## src/hw/rtl/pfcd_pkg.sv

```systemverilog
// Package for the panel frame CRC-8 decoder: word types, frame layout
// constants, level codes and the byte-wise CRC-8/Maxim step.
// No dependencies.
`timescale 1ns / 1ps

package pfcd_pkg;

   localparam logic       KIND_STATUS = 1'b0;
   localparam logic       KIND_BUTTON = 1'b1;

   localparam logic [7:0] CRC_POLY    = 8'h8C;
   localparam logic [7:0] STATUS_SYNC = 8'hFF;
   localparam logic [7:0] STATUS_TAG  = 8'h01;
   localparam logic [7:0] BUTTON_SYNC = 8'h00;
   localparam logic [7:0] FRAME_END   = 8'hFF;

   localparam logic [2:0] INDEX_MAX     = 3'd7;
   localparam logic [2:0] SYNC_AT       = 3'd0;
   localparam logic [2:0] STATUS_TAG_AT = 3'd1;
   localparam logic [2:0] STATUS_END_AT = 3'd4;
   localparam logic [2:0] BUTTON_END_AT = 3'd3;
   localparam logic [2:0] STATUS_WLO_AT = 3'd2;
   localparam logic [2:0] BUTTON_WLO_AT = 3'd1;
   localparam logic [2:0] STATUS_CRC_AT = 3'd5;
   localparam logic [2:0] BUTTON_CRC_AT = 3'd4;
   localparam logic [2:0] STATUS_LEN    = 3'd6;
   localparam logic [2:0] BUTTON_LEN    = 3'd5;

   localparam logic [15:0] KNOWN_MASK = 16'h01FE;
   localparam int          SUMMER_BIT = 4;
   localparam int          NOTIFY_BIT = 5;
   localparam int          AIR_MIN_BIT  = 6;
   localparam int          AIR_NORM_BIT = 7;
   localparam int          AIR_MAX_BIT  = 8;

   localparam logic [1:0] AIRFLOW_MIN     = 2'd0;
   localparam logic [1:0] AIRFLOW_NORM    = 2'd1;
   localparam logic [1:0] AIRFLOW_MAX     = 2'd2;
   localparam logic [1:0] AIRFLOW_UNKNOWN = 2'd3;

   localparam logic [2:0] TEMP_NONE     = 3'd0;
   localparam logic [2:0] TEMP_LOW      = 3'd1;
   localparam logic [2:0] TEMP_LOW_MED  = 3'd2;
   localparam logic [2:0] TEMP_MED      = 3'd3;
   localparam logic [2:0] TEMP_MED_HIGH = 3'd4;
   localparam logic [2:0] TEMP_HIGH     = 3'd5;
   localparam logic [2:0] TEMP_UNKNOWN  = 3'd6;

   typedef struct packed {
      logic       func;
      logic [7:0] frame_byte;
      logic       last_byte;
   } req_word_type;

   typedef struct packed {
      logic        accepted;
      logic        frame_kind;
      logic [15:0] payload_word;
      logic [1:0]  fan_level;
      logic [2:0]  heat_level;
      logic        summer_flag;
      logic        alert_flag;
      logic [15:0] spare_bits;
   } rsp_word_type;

   typedef struct packed {
      logic        accepted;
      logic        kind;
      logic [15:0] word;
   } frame_summary_type;

   function automatic logic [7:0] crc8_update(input logic [7:0] crc, input logic [7:0] data);
      logic [7:0] c;
      c = crc ^ data;
      for (int i = 0; i < 8; i++) begin
         c = c[0] ? ((c >> 1) ^ CRC_POLY) : (c >> 1);
      end
      return c;
   endfunction

endpackage

```

## src/hw/rtl/pfcd_ifs.sv

```systemverilog
// Valid/ready channel interfaces for the panel frame CRC-8 decoder.
// Stand-alone; no package dependency.
`timescale 1ns / 1ps

interface pfcd_req_if;
   logic       valid;
   logic       ready;
   logic       func;
   logic [7:0] frame_byte;
   logic       last_byte;

   modport source (output valid, func, frame_byte, last_byte, input ready);
   modport sink   (input valid, func, frame_byte, last_byte, output ready);
endinterface

interface pfcd_rsp_if;
   logic        valid;
   logic        ready;
   logic        accepted;
   logic        frame_kind;
   logic [15:0] payload_word;
   logic [1:0]  fan_level;
   logic [2:0]  heat_level;
   logic        summer_flag;
   logic        alert_flag;
   logic [15:0] spare_bits;

   modport source (output valid, accepted, frame_kind, payload_word, fan_level,
                   heat_level, summer_flag, alert_flag, spare_bits,
                   input ready);
   modport sink   (input valid, accepted, frame_kind, payload_word, fan_level,
                   heat_level, summer_flag, alert_flag, spare_bits,
                   output ready);
endinterface

```

## src/hw/rtl/pfcd_frame_tracker.sv

```systemverilog
// Per-frame state of the decoder: byte index, running CRC-8, marker checks
// and payload bytes. Depends on pfcd_pkg.
`timescale 1ns / 1ps

module pfcd_frame_tracker
   import pfcd_pkg::*;
(
   input  logic              clock,
   input  logic              reset,
   input  logic              step,
   input  req_word_type      in_word,
   output frame_summary_type summary
);

   logic [2:0] byte_index_ff, byte_index_in;
   logic [7:0] crc_ff, crc_in;
   logic       kind_ff, kind_in;
   logic       markers_ff, markers_in;
   logic       crc_good_ff, crc_good_in;
   logic [7:0] word_low_ff, word_low_in;
   logic [7:0] word_high_ff, word_high_in;

   logic       kind;
   logic [2:0] len, wlo_at, crc_at;
   logic       in_layout;
   logic       marker_bad;
   logic [7:0] b;

   always_comb begin
      b         = in_word.frame_byte;
      kind      = (byte_index_ff == SYNC_AT) ? in_word.func : kind_ff;
      len       = (kind == KIND_BUTTON) ? BUTTON_LEN : STATUS_LEN;
      wlo_at    = (kind == KIND_BUTTON) ? BUTTON_WLO_AT : STATUS_WLO_AT;
      crc_at    = (kind == KIND_BUTTON) ? BUTTON_CRC_AT : STATUS_CRC_AT;
      in_layout = byte_index_ff < len;

      if (kind == KIND_STATUS) begin
         marker_bad = (byte_index_ff == SYNC_AT && b != STATUS_SYNC)
                   || (byte_index_ff == STATUS_TAG_AT && b != STATUS_TAG)
                   || (byte_index_ff == STATUS_END_AT && b != FRAME_END);
      end else begin
         marker_bad = (byte_index_ff == SYNC_AT && b != BUTTON_SYNC)
                   || (byte_index_ff == BUTTON_END_AT && b != FRAME_END);
      end

      kind_in      = kind;
      markers_in   = markers_ff && !(in_layout && marker_bad);
      word_low_in  = (in_layout && byte_index_ff == wlo_at) ? b : word_low_ff;
      word_high_in = (in_layout && byte_index_ff == wlo_at + 3'd1) ? b : word_high_ff;
      crc_in       = (in_layout && byte_index_ff < crc_at) ? crc8_update(crc_ff, b) : crc_ff;
      crc_good_in  = (in_layout && byte_index_ff == crc_at) ? (b == crc_ff) : crc_good_ff;
      byte_index_in = (byte_index_ff != INDEX_MAX) ? byte_index_ff + 3'd1 : byte_index_ff;

      summary.accepted = (byte_index_in >= len) && markers_in && crc_good_in;
      summary.kind     = kind;
      summary.word     = {word_high_in, word_low_in};
   end

   always_ff @(posedge clock) begin
      if (reset || (step && in_word.last_byte)) begin
         byte_index_ff <= '0;
         crc_ff        <= '0;
         kind_ff       <= KIND_STATUS;
         markers_ff    <= 1'b1;
         crc_good_ff   <= 1'b0;
      end else if (step) begin
         byte_index_ff <= byte_index_in;
         crc_ff        <= crc_in;
         kind_ff       <= kind_in;
         markers_ff    <= markers_in;
         crc_good_ff   <= crc_good_in;
      end
   end

   // payload bytes are only used once their positions have been written
   always_ff @(posedge clock) begin
      if (step) begin
         word_low_ff  <= word_low_in;
         word_high_ff <= word_high_in;
      end
   end

endmodule

```

## src/hw/rtl/pfcd_result_decode.sv

```systemverilog
// Turns a finished frame summary into the result word: status fields,
// airflow and temperature levels. Depends on pfcd_pkg.
`timescale 1ns / 1ps

module pfcd_result_decode
   import pfcd_pkg::*;
(
   input  frame_summary_type summary,
   output rsp_word_type      result
);

   logic        status_ok;
   logic [15:0] w;
   logic [1:0]  airflow;
   logic [2:0]  temp;

   always_comb begin
      w         = summary.word;
      status_ok = summary.accepted && (summary.kind == KIND_STATUS);

      if (w[AIR_MIN_BIT]) begin
         airflow = AIRFLOW_MIN;
      end else if (w[AIR_NORM_BIT]) begin
         airflow = AIRFLOW_NORM;
      end else if (w[AIR_MAX_BIT]) begin
         airflow = AIRFLOW_MAX;
      end else begin
         airflow = AIRFLOW_UNKNOWN;
      end

      // bits 3..1 are high, medium, low
      case (w[3:1])
         3'b000:  temp = TEMP_NONE;
         3'b001:  temp = TEMP_LOW;
         3'b011:  temp = TEMP_LOW_MED;
         3'b010:  temp = TEMP_MED;
         3'b110:  temp = TEMP_MED_HIGH;
         3'b100:  temp = TEMP_HIGH;
         default: temp = TEMP_UNKNOWN;
      endcase

      result.accepted     = summary.accepted;
      result.frame_kind   = summary.kind;
      result.payload_word = summary.accepted ? w : 16'h0000;
      result.fan_level    = status_ok ? airflow : AIRFLOW_MIN;
      result.heat_level   = status_ok ? temp : TEMP_NONE;
      result.summer_flag  = status_ok && w[SUMMER_BIT];
      result.alert_flag   = status_ok && w[NOTIFY_BIT];
      result.spare_bits   = status_ok ? (w & ~KNOWN_MASK) : 16'h0000;
   end

endmodule

```

## src/hw/rtl/panel_frame_crc8_decoder.sv

```systemverilog
// Top level of the panel frame CRC-8 decoder: input register, frame
// tracker, result decode and output register. Depends on pfcd_pkg, pfcd_ifs.
`timescale 1ns / 1ps

// Decodes panel frames one byte per word on req_bus and returns one result word on
// rsp_bus for every byte marked last. Status frames are FF 01 lo hi FF crc, button
// frames 00 lo hi FF crc; the CRC is CRC-8/Maxim over the bytes before the crc byte.
// A byte is taken every cycle, but a last byte only holds in the input register while
// the output register is full and not read; input keeps flowing while a result waits.
// The CRC step for a whole byte is one combinational update between the input register
// and the frame state. The output register takes a result as each last byte advances.

module panel_frame_crc8_decoder
   import pfcd_pkg::*;
(
   input logic         clock,
   input logic         reset,
   pfcd_req_if.sink    req_bus,
   pfcd_rsp_if.source  rsp_bus
);

   logic              s1_valid_ff, s1_valid_in;
   req_word_type      s1_word_ff, s1_word_in;
   logic              rsp_valid_ff, rsp_valid_in;
   rsp_word_type      rsp_word_ff, rsp_word_in;

   logic              req_accept;
   logic              out_free;
   logic              s1_advance;
   logic              rsp_load;
   frame_summary_type summary;
   rsp_word_type      decoded;

   assign out_free   = !rsp_valid_ff || rsp_bus.ready;
   assign s1_advance = s1_valid_ff && (!s1_word_ff.last_byte || out_free);
   assign rsp_load   = s1_advance && s1_word_ff.last_byte;
   assign req_bus.ready = !s1_valid_ff || s1_advance;
   assign req_accept = req_bus.valid && req_bus.ready;

   always_comb begin
      s1_valid_in = req_accept ? 1'b1 : (s1_advance ? 1'b0 : s1_valid_ff);
      s1_word_in  = s1_word_ff;
      if (req_accept) begin
         s1_word_in.func       = req_bus.func;
         s1_word_in.frame_byte = req_bus.frame_byte;
         s1_word_in.last_byte  = req_bus.last_byte;
      end
      rsp_valid_in = rsp_load ? 1'b1 : (rsp_bus.ready ? 1'b0 : rsp_valid_ff);
      rsp_word_in  = rsp_load ? decoded : rsp_word_ff;
   end

   always_ff @(posedge clock) begin
      if (reset) begin
         s1_valid_ff  <= 1'b0;
         rsp_valid_ff <= 1'b0;
      end else begin
         s1_valid_ff  <= s1_valid_in;
         rsp_valid_ff <= rsp_valid_in;
      end
   end

   always_ff @(posedge clock) begin
      s1_word_ff  <= s1_word_in;
      rsp_word_ff <= rsp_word_in;
   end

   pfcd_frame_tracker u_tracker (
      .clock   (clock),
      .reset   (reset),
      .step    (s1_advance),
      .in_word (s1_word_ff),
      .summary (summary)
   );

   pfcd_result_decode u_decode (
      .summary (summary),
      .result  (decoded)
   );

   assign rsp_bus.valid        = rsp_valid_ff;
   assign rsp_bus.accepted     = rsp_word_ff.accepted;
   assign rsp_bus.frame_kind   = rsp_word_ff.frame_kind;
   assign rsp_bus.payload_word = rsp_word_ff.payload_word;
   assign rsp_bus.fan_level    = rsp_word_ff.fan_level;
   assign rsp_bus.heat_level   = rsp_word_ff.heat_level;
   assign rsp_bus.summer_flag  = rsp_word_ff.summer_flag;
   assign rsp_bus.alert_flag   = rsp_word_ff.alert_flag;
   assign rsp_bus.spare_bits   = rsp_word_ff.spare_bits;

   a_reset_clears_rsp: assert property (@(posedge clock) reset |=> !rsp_bus.valid)
      else $error("result valid after reset");

   a_last_gives_rsp: assert property (@(posedge clock) disable iff (reset)
      rsp_load |=> rsp_bus.valid)
      else $error("last byte did not produce a result");

   a_reject_zero: assert property (@(posedge clock) disable iff (reset)
      rsp_bus.valid && !rsp_bus.accepted |->
         rsp_bus.payload_word == 16'h0000 && rsp_bus.spare_bits == 16'h0000)
      else $error("rejected frame carries payload");

   a_button_fields_zero: assert property (@(posedge clock) disable iff (reset)
      rsp_bus.valid && rsp_bus.frame_kind == KIND_BUTTON |->
         !rsp_bus.summer_flag && !rsp_bus.alert_flag &&
         rsp_bus.heat_level == TEMP_NONE && rsp_bus.spare_bits == 16'h0000)
      else $error("button frame carries status fields");

   a_last_holds_when_full: assert property (@(posedge clock) disable iff (reset)
      s1_valid_ff && s1_word_ff.last_byte && rsp_bus.valid && !rsp_bus.ready |->
         !req_bus.ready)
      else $error("input taken while last byte blocked");

endmodule
```

## src/flat_wrapper.sv

```systemverilog
// flat-port wrapper written by rule: the top's interface ports become plain ports
module panel_frame_crc8_decoder_flat import pfcd_pkg::*;
  (clock, reset, req_bus_valid, req_bus_func, req_bus_frame_byte, req_bus_last_byte, req_bus_ready, rsp_bus_valid, rsp_bus_accepted, rsp_bus_frame_kind, rsp_bus_payload_word, rsp_bus_fan_level, rsp_bus_heat_level, rsp_bus_summer_flag, rsp_bus_alert_flag, rsp_bus_spare_bits, rsp_bus_ready);
  pfcd_req_if req_bus_i ();
  pfcd_rsp_if rsp_bus_i ();
  input logic clock;
  input logic reset;
  input wire logic [$bits(req_bus_i.valid)-1:0] req_bus_valid;
  input wire logic [$bits(req_bus_i.func)-1:0] req_bus_func;
  input wire logic [$bits(req_bus_i.frame_byte)-1:0] req_bus_frame_byte;
  input wire logic [$bits(req_bus_i.last_byte)-1:0] req_bus_last_byte;
  output wire logic [$bits(req_bus_i.ready)-1:0] req_bus_ready;
  output wire logic [$bits(rsp_bus_i.valid)-1:0] rsp_bus_valid;
  output wire logic [$bits(rsp_bus_i.accepted)-1:0] rsp_bus_accepted;
  output wire logic [$bits(rsp_bus_i.frame_kind)-1:0] rsp_bus_frame_kind;
  output wire logic [$bits(rsp_bus_i.payload_word)-1:0] rsp_bus_payload_word;
  output wire logic [$bits(rsp_bus_i.fan_level)-1:0] rsp_bus_fan_level;
  output wire logic [$bits(rsp_bus_i.heat_level)-1:0] rsp_bus_heat_level;
  output wire logic [$bits(rsp_bus_i.summer_flag)-1:0] rsp_bus_summer_flag;
  output wire logic [$bits(rsp_bus_i.alert_flag)-1:0] rsp_bus_alert_flag;
  output wire logic [$bits(rsp_bus_i.spare_bits)-1:0] rsp_bus_spare_bits;
  input wire logic [$bits(rsp_bus_i.ready)-1:0] rsp_bus_ready;
  assign req_bus_i.valid = req_bus_valid;
  assign req_bus_i.func = req_bus_func;
  assign req_bus_i.frame_byte = req_bus_frame_byte;
  assign req_bus_i.last_byte = req_bus_last_byte;
  assign req_bus_ready = req_bus_i.ready;
  assign rsp_bus_valid = rsp_bus_i.valid;
  assign rsp_bus_accepted = rsp_bus_i.accepted;
  assign rsp_bus_frame_kind = rsp_bus_i.frame_kind;
  assign rsp_bus_payload_word = rsp_bus_i.payload_word;
  assign rsp_bus_fan_level = rsp_bus_i.fan_level;
  assign rsp_bus_heat_level = rsp_bus_i.heat_level;
  assign rsp_bus_summer_flag = rsp_bus_i.summer_flag;
  assign rsp_bus_alert_flag = rsp_bus_i.alert_flag;
  assign rsp_bus_spare_bits = rsp_bus_i.spare_bits;
  assign rsp_bus_i.ready = rsp_bus_ready;
  panel_frame_crc8_decoder u_core (.clock(clock), .reset(reset), .req_bus(req_bus_i), .rsp_bus(rsp_bus_i));
endmodule
```

## config.mk

```make
export PLATFORM = sky130hd
export DESIGN_NAME = panel_frame_crc8_decoder_flat
export DESIGN_NICKNAME = d
export VERILOG_FILES = /design/src/hw/rtl/pfcd_pkg.sv /design/src/hw/rtl/pfcd_ifs.sv /design/src/hw/rtl/pfcd_frame_tracker.sv /design/src/hw/rtl/pfcd_result_decode.sv /design/src/hw/rtl/panel_frame_crc8_decoder.sv /design/src/flat_wrapper.sv
export SDC_FILE = /design/constraint.sdc
export NUM_CORES = 1
export LEC_CHECK = 0
export BUFFER_PORTS_ARGS = -buffer_cell sky130_fd_sc_hd__buf_2
export CAP_MARGIN = 25
export CORE_ASPECT_RATIO = 0.5
export CORE_MARGIN = 3
export CORE_UTILIZATION = 36
export CTS_CLUSTER_SIZE = 24
export DETAILED_ROUTE_END_ITERATION = 6
export PLACE_DENSITY = 0.6
export SYNTH_ARGS = -nofsm -noshare
export SYNTH_HDL_FRONTEND = slang
export SYNTH_SLANG_ARGS = --single-unit
```

## constraint.sdc

```tcl
create_clock -name clock -period 4.1 [get_ports clock]
set_input_delay 0.615 -clock clock [delete_from_list [all_inputs] [get_ports clock]]
set_output_delay 0.615 -clock clock [all_outputs]
set_load 0.01 [all_outputs]
```

==> flow_results.org <==
** Status
- Outcome :: completed

** STA
- The number of max-slew violations in the final report came to 0.
- Based on the critical path, the design can be clocked at up to around 280 MHz.
- Setup violations remaining at the end of the flow were counted as 0.
- Min Clock Period, post-route :: 3.589 ns
- Setup repair after global routing left no endpoint under its margin.
- Adding up every negative setup slack in the final design gives 0 ns.
- Final hold violation count :: 0
- Final period util :: 87.55%
- Worst-margin pin slew :: 0.8507 ns
- Slew Limit Headroom :: 43.01%
- Clock Skews :: 0.007381 ns

** Power
- Sequential cells account for 44.8% of the total power.
- The analysis attributes to cell leakage a power of 0.001512 uW.
- In this run the power density over the cells is 472.8 nW/um^2.
- In this run switching power makes up 23.71% of total power.
- In this run the power spent charging and discharging nets is 467.4 uW.
- P_int :: 1504 uW
- Clock network fraction of total power :: 41.8%
- Worst VDD drop :: 0.1911 mV
- Per report_power, the combinational group accounts for 13.4% of the total.

** GRT
- Number of antenna violations at the first check in global routing :: 0
- Grt total ovfl :: 0
- Global routing used 13.42% of the available tracks across all layers.
- Pin count of the biggest net entering global routing :: 35
- Number of global-route vias before repair :: approximately 2,200
- Global-route wire length before repair :: roughly 12,000 um

** Clock tree
- Clk pin slew, worst setup/hold paths :: 0.06 ns
- Total clock buffers created by CTS :: 9
- In this run, post-CTS hold repair placed 0 buffers.
- TritonCTS clock tree :: done
- The clock tree synthesis step divided the H-tree into 3 levels.
- The clock net in this run drives a total of 75 sinks.
- After clock tree synthesis, the setup repair step added 0 buffers.
- The tree is rooted in a sky130_fd_sc_hd__clkbuf_16.
- Post-CTS repair changed the size of 0 cells.
- At the later pin of the worst-skew pair, clock insertion delay measures 0.34 ns.
- The clock passes through at most 2 buffers.

** Floorplanning
- Vertical die dimension :: 76.08 um
- Measured along the x axis, the die boundary spans ~150 um.
- The die covers 11,120 um^2.
- The floorplan has 24 rows.
- Initial core utilization :: 38.73%
- For this design the top-level I/O count stands at 57.
- Core Footprint :: 9129 um^2

** Synthesis
- Summed over all instances, the cell type with the most area after synthesis is sky130_fd_sc_hd__edfxtp_1.
- After technology mapping, the gate count stands at 277.
- Synth cell count leaders :: sky130_fd_sc_hd__edfxtp_1, sky130_fd_sc_hd__nor2_1, sky130_fd_sc_hd__nand2_1
- Share of synthesized registers carrying an async set or reset :: 0%
- Post-Syn Area per Cell :: 12.76 um^2
- Among all flip-flop cells after synthesis, the most frequent one is sky130_fd_sc_hd__edfxtp_1.
- Cell with the most instances after synthesis :: sky130_fd_sc_hd__edfxtp_1
- Sequential elements use around 59% of the synthesized area.
- The synthesized netlist contains 47 unique library cells.
- Post-Synthesis Cell Area :: about 3500 um^2
- After synthesis the netlist holds a flip-flop and latch count of 75.
- Post-synth top area share :: ~50%
- Post-synth EDFFs :: approximately 60
- Number of warnings issued by yosys :: 0
- Synth area leaders :: sky130_fd_sc_hd__edfxtp_1, sky130_fd_sc_hd__dfxtp_1, sky130_fd_sc_hd__mux2_2, sky130_fd_sc_hd__xnor2_1, sky130_fd_sc_hd__nor2_1

** Final layout
- Area growth syn-to-layout :: 17.94%
- The multi-input combinational cells in the finished layout cover a total of 1321 um^2.
- The post-route netlist has 26.89% of its cells at a drive strength greater than 1.
- Registers take 2092 um^2.
- In the final design database the tool counted 346 nets.
- Number of cells in the finished layout apart from fillers :: 461
- Final instance area :: 4170 um^2
- Counting the fill cells in the layout gives between 800 and 900.
- Diodes inserted :: 0
- For this run, the share of the core covered by cells in the final layout is approximately 46%.

** Route
- After detailed routing, the number of remaining DRC violations is 0.
- Detailed-route wire length per cell :: about 15 um
- Violation count after the first detailed-routing iteration :: 100
- The first detailed-routing pass ran for 4 iterations.
- Across all layers, the routed design uses 2,244 vias.
- For this block, the routed nets add up to between 7000 and 8000 um of wire.
- Post-detailed-route via-to-cell ratio :: 4.868
- Number of nets with antenna violations after detailed routing :: 0

** Setup path
- The startpoint identified for the worst register-to-register timing path is u_core.u_tracker.byte_index_ff[1].
- Measured in cells, the most critical reg-to-reg path has a length of 10.
- Reg-to-Reg End :: u_core.rsp_bus.fan_level[0]
- STA classifies the critical path endpoint as a flip-flop.
- Launching element type of the critical path :: flip-flop
- For the worst setup path, the data required time is about 4.2 ns.
- For the worst setup path, the data arrival time is 3.71 ns.
- The worst setup path is of the reg2reg kind.
- Origin of the worst setup path :: u_core.u_tracker.byte_index_ff[1]
- Destination of the critical timing path :: u_core.rsp_bus.fan_level[0]
- Of all nets on the critical path, the largest fanout is 32.
- In this run the register-to-register setup slack is 0.51 ns.

** Placement
- During placement, the flow inserted port buffers numbering 48.
- In this run, placement finished with an instance count of about 450.
- Placed instance area :: slightly below 4000 um^2
- Detailed placement ended at an HPWL of 5039 um.
- At the end of routability-driven placement, the weighted congestion stood at 0.8701.

** Worst hold path
- In this run the most critical hold path is launched from req_bus_frame_byte[4].
- Type of the most critical hold path :: in2reg
- Number of cells on the worst hold path :: 1

** Job
- Across the run, the number of max-cap violations was 0.
through the flow:
stage	hold slack, ns	setup slack, ns	power, uW
after floorplan	0.4364	1.033	1108
after CTS	0.4400	0.5244	2002
after global placement	0.4635	0.6563	1159
final	0.4534	0.5106	1972
after detailed placement	0.4549	0.5515	1164
after global routing	0.4372	0.2957	2064
power by group through the flow:
| stage | Combinational, uW | Sequential (uW) | Clock (uW) |
|---|---|---|---|
| final | 265 | 883 | 824 |
| after global routing | 295 | 887 | 882 |
| after CTS | 268 | 883 | 851 |
| after detailed placement | 266 | 899 | 0 |
| after global placement | 262 | 897 | 0 |
| after floorplan | 215 | 894 | 0 |
worst min path at each step:
stage                                        end  slack (ns)
floorplan           u_core.u_tracker.crc_good_ff        0.44
global placement     u_core.u_tracker.markers_ff        0.46
detailed placement   u_core.u_tracker.markers_ff        0.45
CTS                         u_core.s1_word_ff[0]        0.44
global route                u_core.s1_word_ff[1]        0.44
finish                      u_core.s1_word_ff[5]        0.45
cells by family (layout without fill, tap and decap cells):
| group | after synthesis | count (layout) | share of synthesized area [%] |
|---|---|---|---|
| simple gates | 98 | 98 | 14.61 |
| flops | 75 | 75 | 59.16 |
| buf+inv | 27 | 74 | 4.211 |
| compound gates | 25 | 25 | 6.086 |
| xor+xnor | 24 | 24 | 7.148 |
| mux | 20 | 20 | 6.263 |
| fa+ha+maj | 7 | 7 | 2.406 |
| other cells | 1 | 8 | 0.1061 |
routing by layer:
| metal | GRT usage (%) | up-vias | wire (um) |
|---|---|---|---|
| met3 | 5.051 | 14 | 445 |
| met1 | 17.08 | 1081 | 3207 |
| li1 | - | 1084 | - |
| met2 | 20.79 | 65 | 3355 |
| met4 | 5.347 | 0 | 133 |
| met5 | 0 | - | 0 |
registers in the layout, indices dropped and copies added, names as in the netlist, 2 cells and up:
register and flops:
u_core.rsp_bus.payload_word 16, u_core.rsp_bus.spare_bits 8, u_core.u_tracker.word_low_ff 8, u_core.u_tracker.crc_ff 8
u_core.rsp_bus.heat_level 3, u_core.u_tracker.byte_index_ff 3, u_core.u_tracker.word_high_ff 8, u_core.s1_word_ff 10
u_core.rsp_bus.fan_level 2
layout make-up:
type	instances	area share [%]
inverter	8	0.7201
sequential	75	50.17
clock inverter	5	1.830
multi-input combinational	182	31.68
timing repair buffer	50	6.121
clock buffer	11	5.581
tap	130	3.900
critical path, cell delays in order, from the launching register on:
cell	delay, ns
sky130_fd_sc_hd__dfxtp_1	0.39
sky130_fd_sc_hd__inv_1	0.15
sky130_fd_sc_hd__ha_1	0.20
sky130_fd_sc_hd__nor2b_1	0.27
sky130_fd_sc_hd__mux2_2	0.40
sky130_fd_sc_hd__ha_1	0.29
sky130_fd_sc_hd__nor2b_1	0.17
sky130_fd_sc_hd__or4_4	0.50
sky130_fd_sc_hd__o31ai_4	0.25
sky130_fd_sc_hd__o211ai_4	0.33
sky130_fd_sc_hd__a2111oi_1	0.43
layout by cell type, fill, tap and decap left out, drive strengths merged, types with 2 or more instances in the layout:
cell type / synthesis / final
o31ai: 2 / 2
and2: 3 / 3
nor2: 33 / 33
ha: 6 / 6
o41ai: 2 / 2
bufinv: 0 / 2
nor3b: 10 / 10
nor3: 5 / 5
mux2i: 3 / 3
nor2b: 5 / 5
xnor2: 17 / 17
dfxtp: 16 / 16
clkinv: 0 / 2
edfxtp: 59 / 59
xnor3: 2 / 2
nand2: 21 / 21
a211oi: 9 / 9
conb: 1 / 8
clkbuf: 4 / 11
inv: 8 / 9
xor2: 4 / 4
nand4: 6 / 6
a21oi: 4 / 4
nand3b: 2 / 2
mux2: 17 / 17
buf: 15 / 50
or2: 3 / 3
o21ai: 3 / 3
nor4: 3 / 3
nand2b: 4 / 4
Power figures use the tool's default switching activity.
